===== config.mk =====
export PLATFORM = sky130hd
export DESIGN_NAME = ffra_ram
export DESIGN_NICKNAME = d
export VERILOG_FILES = /design/src/rtl/core/ffra_ram.sv
export SDC_FILE = /design/constraint.sdc
export NUM_CORES = 2
export LEC_CHECK = 0
export BUFFER_PORTS_ARGS = -buffer_cell sky130_fd_sc_hd__buf_2
export CORE_UTILIZATION = 40
export DETAILED_ROUTE_END_ITERATION = 7
export GPL_TIMING_DRIVEN = 1
export PLACE_DENSITY = 0.58
export SYNTH_ARGS = -nofsm -noshare
export SYNTH_HDL_FRONTEND = slang
export SYNTH_SLANG_ARGS = --single-unit

===== constraint.sdc =====
create_clock -name clk -period 13.59 [get_ports clk]
set_clock_uncertainty 0.15 [all_clocks]
set_input_delay 0 -clock clk [delete_from_list [all_inputs] [get_ports clk]]
set_output_delay 0 -clock clk [all_outputs]
set_load 0.05 [all_outputs]

===== src/rtl/core/ffra_ram.sv =====
`timescale 1ns / 1ps
`default_nettype none
module ffra_ram #(
  parameter int DEPTH = 64,
  parameter int WIDTH = 64
) (
  input  wire logic                     clk,
  input  wire logic                     we,
  input  wire logic [$clog2(DEPTH)-1:0] waddr,
  input  wire logic [WIDTH-1:0]         wdata,
  input  wire logic [$clog2(DEPTH)-1:0] raddr,
  output logic      [WIDTH-1:0]         rdata
);

  logic [WIDTH-1:0] mem [DEPTH];

  always_ff @(posedge clk) begin
    if (we) begin
      mem[waddr] <= wdata;
    end
  end

  always_ff @(posedge clk) begin
    rdata <= mem[raddr];
  end

endmodule
`default_nettype wire


==> metrics.txt <==
Static Leak 55.3 nW; Starting DRT DRC Count 9500; clk_lat worst skew 970 ps; count leader, synth edfxtp_1; hold_buf cts 82; fin. max-slew vios 0; Hold WC Path Type in -> reg; WL/cell 35.2 um; Finished Cell Area 0.179 sq mm; vias approximately 76000; status complete, but fails checks; number of global-route vias before repair between 70000 and 80000; # resized after CTS 0; Synth area leaders edfxtp_1 (79%), mux4_2 (15%), mux2i_1 (0.86%); CTS root buf clkbuf_16; DRT Pass-1 Iters 7; Required @ worst endpoint 14300 ps; number of hold violations in the final report 0; top-area cell type share of the netlist area 78.7%; Synth cell types 33; post-synth top area cell edfxtp_1; sequential element share of the synthesized area 79.5%; clock sink total 4160; mapped cell area 0.156 sq mm; Top FF cell, synth edfxtp_1; syn_nets between 6000 and 7000; final setup fails 0; Syn Inst Count 6598; critical path type in -> reg; crit path time final 4960 ps; first-pass GRT wire length roughly 620000 um; final worst path period share a little over a third; total of max-cap violations 0; # nets final ~7000; Post-Place Worst Slack 8640 ps; row cnt ~230; Core ar. 0.389 sq mm; number of synthesized flops with an enable pin 4096; dpl cell area 0.164 sq mm; CP Max Fanout 90; Syn Area/Cell 23.7 sq um; die height between 600 and 700 um; dpl hpwl 240000 um; Max transition margin 9.89%; R2R Setup Slk 11180 ps; Max Root-Sink Buffers 4; pwr/cell area ~150 mW/mm^2; crit path capture type flip-flop; routed wire length roughly 450000 um; DIE AREA between 0.3 and 0.4 sq mm; Die W 627 um; Final ANT Viol Nets 0; share of cells above drive strength 1 28.3%; largest net degree at the start of global routing 127; ys async rst share 0%; maximum vdd drop approximately 120 uV; Arrival @ worst endpoint around 5700 ps; Critical Path Start Type primary input; Total GRT Usage 22.5%; hold_ws 136 ps; Placer Congestion 0.779; top cells by count, synth edfxtp_1 (4096), mux4_2 (1024), buf_2 (170), a22oi_1 (168), clkbuf_1 (140); # DRC 40; average via count per standard cell between 5 and 6; Post-CTS Setup Bufs 0; failing checks DRC; CTS tree yes; clock slew at reported path FFs 60 ps; slew at the pin closest to its max-slew limit 1350 ps; Setup TNS 0 ps; area delta synth->final 14.2%; H-tree depth 5; yosys warns 0; setup ws final approximately 8600 ps; total global routing overflow 0; initial antenna violation count 45; RSZ-0062 raised after global routing false; Port Buffers 141; max frequency ~0.20 GHz; I/O pins 142; Synth Register Bits around 4200; total CTS buffers 415; starting density of the core 40.2%
==> area by class of cell <==
cell class	count	area [sq um]
clock inverter	227	2390
timing repair buffer	438	3240
multi-input combinational	2049	30800
tap	5197	6500
sequential	4160	124000
antenna	24	60.1
inverter	19	71.3
clock buffer	549	11200
fill	32100	211000
==> critical path, cell delays in order <==
cell	delay, ps
dlygate4sd3_1	630
buf_8	470
buf_4	540
buf_4	650
buf_4	810
buf_12	520
mux4_2	400
o221ai_1	420
o22ai_1	130
and3_1	170
dlygate4sd3_1	550
==> power breakdown <==
part / internal, mW / total [mW] / leakage, nW / switching (mW)
Combinational: 0.447 / 1.30 / 11.3 / 0.849
Sequential: 14.2 / 14.3 / 37.4 / 0.0774
Clock: 6.56 / 11.5 / 6.61 / 4.92
==> worst paths after layout <==
kind / end / depth (start not counted) / start
worst min register to register: rdata[12] / 4 / mem[44][12]
worst min-delay path: rdata[6] / 6 / raddr[3]
worst max register to register: rdata[28] / 6 / mem[11][28]
worst max-delay path: rdata[28] / 11 / raddr[2]
==> placed cells by master (no fill, tap or decap), drive strengths merged, types with 23 or more instances in the layout <==
cell type / netlist / final
edfxtp: 4096 / 4096
or2: 28 / 28
bufinv: 0 / 39
or3: 29 / 29
a41oi: 26 / 26
a211oi: 63 / 63
nand3: 45 / 45
clkinv: 0 / 151
o22ai: 83 / 83
diode: 0 / 24
inv: 19 / 33
nand2: 58 / 58
nor2: 112 / 112
clkbuf: 140 / 549
and3: 64 / 64
o221ai: 38 / 38
dfxtp: 64 / 64
buf: 230 / 356
clkinvlp: 0 / 23
mux4: 1024 / 1024
nor2b: 28 / 28
a22oi: 168 / 168
dlygate4sd3: 0 / 82
a22o: 88 / 88
mux2i: 135 / 135
==> logic make-up (layout without fill, tap and decap cells) <==
family | count (synthesis) | count (layout) | share of synthesized area, %
other | 0 | 24 | 0
multiplexers | 1159 | 1159 | 15.6
buffers and inverters | 389 | 1233 | 1.18
AO/OA/AOI/OAI | 504 | 504 | 2.48
AND/OR/NAND/NOR | 386 | 386 | 1.24
flip-flops | 4160 | 4160 | 79.5
==> metrics by stage <==
step	std cells	power (mW)	util [%]
after global placement	11800	15.8	42.2
after CTS	12600	27.2	45.9
after global routing	12600	27.7	45.9
after floorplan	6598	15.3	-
final	12700	27.1	45.9
after detailed placement	11800	15.8	42.2
==> flip-flops by register name, summed over array words and instances, names as in the netlist <==
register / cells
mem: 4096
rdata: 64
==> layer usage <==
layer	GRT usage [%]	vias up	part of all wire [%]
met5	0	-	0.0085
met4	5.50	6	2.4
met3	3.48	591	8.0
met2	36.5	3622	48
met1	32.1	42100	41
li1	-	29500	-
Power figures use the tool's default switching activity.
