--- src/rtl/core/ffra_pkg.sv ---
`timescale 1ns / 1ps
`default_nettype none
package ffra_pkg;

  localparam int MAX_RANGES = 64;
  localparam int ADDR_W     = 32;
  localparam int IDX_W      = $clog2(MAX_RANGES);
  localparam int CNT_W      = IDX_W + 1;
  localparam int ENTRY_W    = 2 * ADDR_W;
  localparam int CFG_IDX_W  = 2;

  typedef enum logic [2:0] {
    OP_ALLOC = 3'd0,
    OP_FREE  = 3'd1,
    OP_GROW  = 3'd2,
    OP_INIT  = 3'd3,
    OP_RESET = 3'd4
  } op_t;

  typedef enum logic [CFG_IDX_W-1:0] {
    CFG_BASE = 2'd0,
    CFG_SIZE = 2'd1
  } cfg_reg_t;

  typedef enum logic [2:0] {
    S_IDLE,
    S_RD,
    S_WAIT,
    S_DIV,
    S_FIT,
    S_SHRD,
    S_SHWR,
    S_DONE
  } state_t;

endpackage
`default_nettype wire

--- src/rtl/core/ffra_mod.sv ---
`timescale 1ns / 1ps
`default_nettype none
// Restoring remainder unit, one quotient bit per cycle.
module ffra_mod (
  input  wire logic                         clk,
  input  wire logic                         rst,
  input  wire logic                         start,
  input  wire logic [ffra_pkg::ADDR_W-1:0]  dividend,
  input  wire logic [ffra_pkg::ADDR_W-1:0]  divisor,
  output logic                              done,
  output logic      [ffra_pkg::ADDR_W-1:0]  remainder
);

  localparam int CW = $clog2(ffra_pkg::ADDR_W + 1);

  logic [ffra_pkg::ADDR_W-1:0] shreg;
  logic [ffra_pkg::ADDR_W-1:0] dvs;
  logic [CW-1:0]               cnt;
  logic [ffra_pkg::ADDR_W:0]   rem_sh;
  logic [ffra_pkg::ADDR_W:0]   rem_sub;

  assign rem_sh  = {remainder, shreg[ffra_pkg::ADDR_W-1]};
  assign rem_sub = rem_sh - {1'b0, dvs};

  always_ff @(posedge clk) begin
    if (rst) begin
      cnt  <= '0;
      done <= 1'b0;
    end else begin
      done <= 1'b0;
      if (start) begin
        cnt <= CW'(ffra_pkg::ADDR_W);
      end else if (cnt != '0) begin
        cnt <= cnt - 1'b1;
        if (cnt == CW'(1)) begin
          done <= 1'b1;
        end
      end
    end
  end

  always_ff @(posedge clk) begin
    if (start) begin
      shreg     <= dividend;
      dvs       <= divisor;
      remainder <= '0;
    end else if (cnt != '0) begin
      shreg <= {shreg[ffra_pkg::ADDR_W-2:0], 1'b0};
      if (rem_sh >= {1'b0, dvs}) begin
        remainder <= rem_sub[ffra_pkg::ADDR_W-1:0];
      end else begin
        remainder <= rem_sh[ffra_pkg::ADDR_W-1:0];
      end
    end
  end

endmodule
`default_nettype wire

--- config.mk ---
export PLATFORM = sky130hd
export DESIGN_NAME = ffra_mod
export DESIGN_NICKNAME = d
export VERILOG_FILES = /design/src/rtl/core/ffra_pkg.sv /design/src/rtl/core/ffra_mod.sv
export SDC_FILE = /design/constraint.sdc
export NUM_CORES = 1
export LEC_CHECK = 0
export BUFFER_PORTS_ARGS = -buffer_cell sky130_fd_sc_hd__buf_2
export CAP_MARGIN = 20
export CORE_ASPECT_RATIO = 1.4
export CORE_MARGIN = 2
export CORE_UTILIZATION = 60
export DETAILED_ROUTE_END_ITERATION = 8
export PLACE_DENSITY = 0.84
export REMOVE_ABC_BUFFERS = 1
export SYNTH_ARGS = -nofsm -noshare
export SYNTH_HDL_FRONTEND = slang
export SYNTH_SLANG_ARGS = --single-unit
--- constraint.sdc ---
create_clock -name clk -period 4.7 [get_ports clk]
set_input_delay 0.94 -clock clk [delete_from_list [all_inputs] [get_ports clk]]
set_output_delay 0.94 -clock clk [all_outputs]
set_load 0.02 [all_outputs]
==> results_tabular.tex <==
\begin{tabular}{lr}
\hline
Metric & Value \\
\hline
\multicolumn{2}{l}{\textbf{Outcome}} \\
Status & finished clean \\
\multicolumn{2}{l}{\textbf{Power and ir drop}} \\
Power share of the combinational group & 0.508 \\
Maximum vdd drop & between 0.2 and 0.3 mV \\
Static Leak & 3.16 nW \\
Power per cell area & 641 nW/µm² \\
Clk network pwr share & 0.173 \\
Net Sw Power & $\sim$0.0019 W \\
Part of the power in registers & 0.320 \\
Switching share of total power & 0.421 \\
Internal power consumption & between 0.002 and 0.003 W \\
\multicolumn{2}{l}{\textbf{Global route}} \\
Wire length of the first global-routing pass & 22100 µm \\
Number of global-route vias before repair & about 4900 \\
Antenna violations before repair & 0 \\
Met2 layer usage reported by global route & 0.446 \\
Pin count of the biggest net entering global routing & 63 \\
Met3 demand-to-capacity share in global routing & 0.0644 \\
Met1 routing resource usage after global routing & 0.299 \\
Most Used Layer, Global Route & met2 \\
Sum of overflow across all layers after global routing & 0 \\
All-Layer GR Usage & 0.262 \\
\multicolumn{2}{l}{\textbf{Critical path}} \\
Launch point of the worst reg-to-reg path & dvs[1] \\
Worst R2R Setup Slack & roughly 1200 ps \\
Critical path type & flip-flop to flip-flop \\
End of the worst register-to-register path & remainder[22] \\
Highest fanout seen on the critical path & 37 \\
Critical path required time & 4930 ps \\
Critical Path Sink Type & flip-flop \\
R2R depth & 10 \\
Arrival time of the worst setup path & 3690 ps \\
Startpoint type of the worst setup path & flip-flop \\
\multicolumn{2}{l}{\textbf{Yosys}} \\
Library cell with the largest summed area after synthesis & sky130\_fd\_sc\_hd\_\_edfxtp\_1 \\
Post-Synthesis Cell Area & 5990 µm² \\
Portion of the post-synthesis area used by sequential elements & 0.452 \\
Synth Flop Type & sky130\_fd\_sc\_hd\_\_edfxtp\_1 \\
Top cells by area in the synthesized netlist & sky130\_fd\_sc\_hd\_\_edfxtp\_1, sky130\_fd\_sc\_hd\_\_dfxtp\_1, sky130\_fd\_sc\_hd\_\_ha\_1, sky130\_fd\_sc\_hd\_\_mux2\_2, sky130\_fd\_sc\_hd\_\_mux2i\_1 \\
Synthesized area per cell & 10.4 µm² \\
Distinct cell type count after synthesis & 67 \\
Number of instances in the synthesized netlist & roughly 570 \\
Synth Warn \# & 0 \\
Area fraction of the dominant cell type after synthesis & 0.321 \\
Post-synth EDFFs & 64 \\
Flip-flop and latch count after synthesis & between 100 and 150 \\
Fraction of synthesis flops using an asynchronous set or reset pin & 0 \\
\multicolumn{2}{l}{\textbf{Placed design}} \\
Total half-perimeter wirelength after legalization and detailed placement & 9910 µm \\
Count of input and output buffers & 99 \\
Placer congestion estimate & 0.913 \\
Worst slack, placed & 1330 ps \\
\multicolumn{2}{l}{\textbf{Worst hold path}} \\
Path type of the worst min-delay path & flip-flop to flip-flop \\
Hold Path Stages & 2 \\
Hold path endpoint & remainder[12] \\
Hold Path Origin & remainder[12] \\
\multicolumn{2}{l}{\textbf{STA}} \\
Minimum period implied by the final worst setup slack & 3460 ps \\
Setup repair after global routing missed its margin & false \\
Fin. max-slew vios & 0 \\
Max-slew headroom at the worst pin & 0.408 \\
Final hold vios & 0 \\
Final setup fails & 0 \\
Post-route setup slack & 1240 ps \\
Fin Clk Skew & 8.14 ps \\
Max Clk Rate & approximately 290 MHz \\
Total Neg Setup Slack & 0 ps \\
Crit share post-route & 0.736 \\
Least-Margin Pin Slew & 885 ps \\
\multicolumn{2}{l}{\textbf{Finish}} \\
Fraction of final layout cells sized beyond drive strength 1 & 0.237 \\
\# nets final & 768 \\
Number of antenna cells inserted & 0 \\
Layout overhead on the synthesized area & 15.3\% \\
Post-layout util & 0.705 \\
Most common cell after layout, fill and taps aside & sky130\_fd\_sc\_hd\_\_buf\_2 \\
Most frequent cells in the layout & sky130\_fd\_sc\_hd\_\_buf\_2, sky130\_fd\_sc\_hd\_\_edfxtp\_1, sky130\_fd\_sc\_hd\_\_nand2\_1 \\
\multicolumn{2}{l}{\textbf{Floorplanning}} \\
Die Width & 88.4 µm \\
Row Count & 43 \\
Die Area & 10800 µm² \\
Initial core utilization & 0.611 \\
Die height & 122 µm \\
Number of primary I/O pins & 100 \\
Core Box Area & 9790 µm² \\
\multicolumn{2}{l}{\textbf{CTS}} \\
Clock tree from TritonCTS & yes \\
Root cell of the clock tree & sky130\_fd\_sc\_hd\_\_clkbuf\_16 \\
Hold buffers post-CTS & 0 \\
CTS sink count & between 100 and 150 \\
Total number of H-tree levels & 3 \\
Clock-pin slew on the worst setup and hold paths & 70 ps \\
Max Root-Sink Buffers & 2 \\
Buffers inserted by post-CTS timing repair & 0 \\
Clock latency on the worst-skew pair & 350 ps \\
Number of clock buffers inserted by TritonCTS & 9 \\
Post-cts gate resize count & 0 \\
\multicolumn{2}{l}{\textbf{Detailed routing}} \\
Via count & 4785 \\
Iteration-0 DRC Markers & 301 \\
Final routed wire length divided by cell count & 16.7 µm \\
Number of nets with antenna violations after detailed routing & 0 \\
Post-detailed-route via-to-cell ratio & $\sim$5.9 \\
Overall routed net length & $\sim$13000 µm \\
\# DRC & 0 \\
DR pass1 iterations & 5 \\
\multicolumn{2}{l}{\textbf{Flow run}} \\
Max-capacitance violation count & 0 \\
\hline
\end{tabular}
[state kept, by name, summed over array words and instances (netlist names)]
signal and cells:
shreg 32, remainder 32, cnt 6, done 1
dvs 32
[stage by stage]
stage / instances / hold WS [ps] / instance area [µm²] / total power, W
6_report: 806 / 497 / 6900 / 0.00442
5_1_grt: 806 / 515 / 6900 / 0.00473
4_1_cts: 805 / 495 / 6870 / 0.00441
3_5_place_dp: 789 / 485 / 6570 / 0.00363
3_3_place_gp: 789 / 477 / 6570 / 0.00357
2_1_floorplan: 552 / 487 / 5880 / 0.00305
[cell families (layout without fill, tap and decap cells)]
kind of cell	Yosys count	after routing	synth area share
buffers and inverters	62	160	0.0441
XOR/XNOR	28	28	0.0410
multiplexers	51	51	0.0918
adder cells (fa/ha/maj)	35	35	0.0744
AND/OR/NAND/NOR	148	148	0.124
flip-flops	103	103	0.452
AO/OA/AOI/OAI	146	146	0.174
[metal layers]
metal / wire length [µm] / up-vias
li1: - / 2315
met2: 6830 / 158
met3: 791 / 41
met1: 5330 / 2271
met5: 0 / -
met4: 487 / 0
[power by group through the flow]
| stage | clock network, W | logic [W] | registers (W) |
|---|---|---|---|
| finish | 0.000763 | 0.00225 | 0.00141 |
| global route | 0.000808 | 0.00248 | 0.00144 |
| CTS | 0.000778 | 0.00222 | 0.00141 |
| detailed placement | 0 | 0.00220 | 0.00143 |
| global placement | 0 | 0.00215 | 0.00142 |
| floorplan | 0 | 0.00152 | 0.00153 |
[area by class of cell]
class	count	area, µm²
repair buffers	103	548
clock inverters	7	81.3
well taps	135	169
inverters	41	154
clock buffers	9	225
flip-flops and latches	103	2700
fillers	761	2890
multi-input cells	408	3020
[worst max path at each step]
stage                          to          from  slack (ps)
floorplan           remainder[22]  remainder[7]        1650
global placement    remainder[22]        dvs[1]        1410
detailed placement  remainder[22]        dvs[1]        1330
CTS                 remainder[22]        dvs[1]        1280
global route         remainder[3]        dvs[1]        1000
finish              remainder[22]        dvs[1]        1240
[cell usage after synthesis, types with 5 or more instances]
| library cell | instances |
|---|---|
| sky130_fd_sc_hd__a211oi_1 | 16 |
| sky130_fd_sc_hd__a21o_1 | 11 |
| sky130_fd_sc_hd__a21oi_1 | 34 |
| sky130_fd_sc_hd__and2_1 | 9 |
| sky130_fd_sc_hd__and3_1 | 10 |
| sky130_fd_sc_hd__clkbuf_1 | 15 |
| sky130_fd_sc_hd__dfxtp_1 | 39 |
| sky130_fd_sc_hd__edfxtp_1 | 64 |
| sky130_fd_sc_hd__ha_1 | 34 |
| sky130_fd_sc_hd__inv_1 | 41 |
| sky130_fd_sc_hd__mux2_2 | 31 |
| sky130_fd_sc_hd__mux2i_1 | 20 |
| sky130_fd_sc_hd__nand2_1 | 46 |
| sky130_fd_sc_hd__nand3_1 | 9 |
| sky130_fd_sc_hd__nand4_1 | 5 |
| sky130_fd_sc_hd__nor2_1 | 38 |
| sky130_fd_sc_hd__nor3_1 | 8 |
| sky130_fd_sc_hd__o21a_1 | 7 |
| sky130_fd_sc_hd__o21ai_0 | 20 |
| sky130_fd_sc_hd__o21ai_1 | 8 |
| sky130_fd_sc_hd__xnor2_1 | 18 |
| sky130_fd_sc_hd__xor2_1 | 10 |
[critical path, cell delays in order, from the launching register on]
cell and delay, ps:
sky130_fd_sc_hd__edfxtp_1 370, sky130_fd_sc_hd__inv_1 110, sky130_fd_sc_hd__ha_1 260, sky130_fd_sc_hd__nor2b_1 150, sky130_fd_sc_hd__o31a_1 310, sky130_fd_sc_hd__o2111ai_1 350
sky130_fd_sc_hd__nor4b_4 500, sky130_fd_sc_hd__o41ai_4 210, sky130_fd_sc_hd__nor2_8 560, sky130_fd_sc_hd__nor3_1 140, sky130_fd_sc_hd__a311o_1 350
Note: power is estimated with default switching activity, not from simulation.
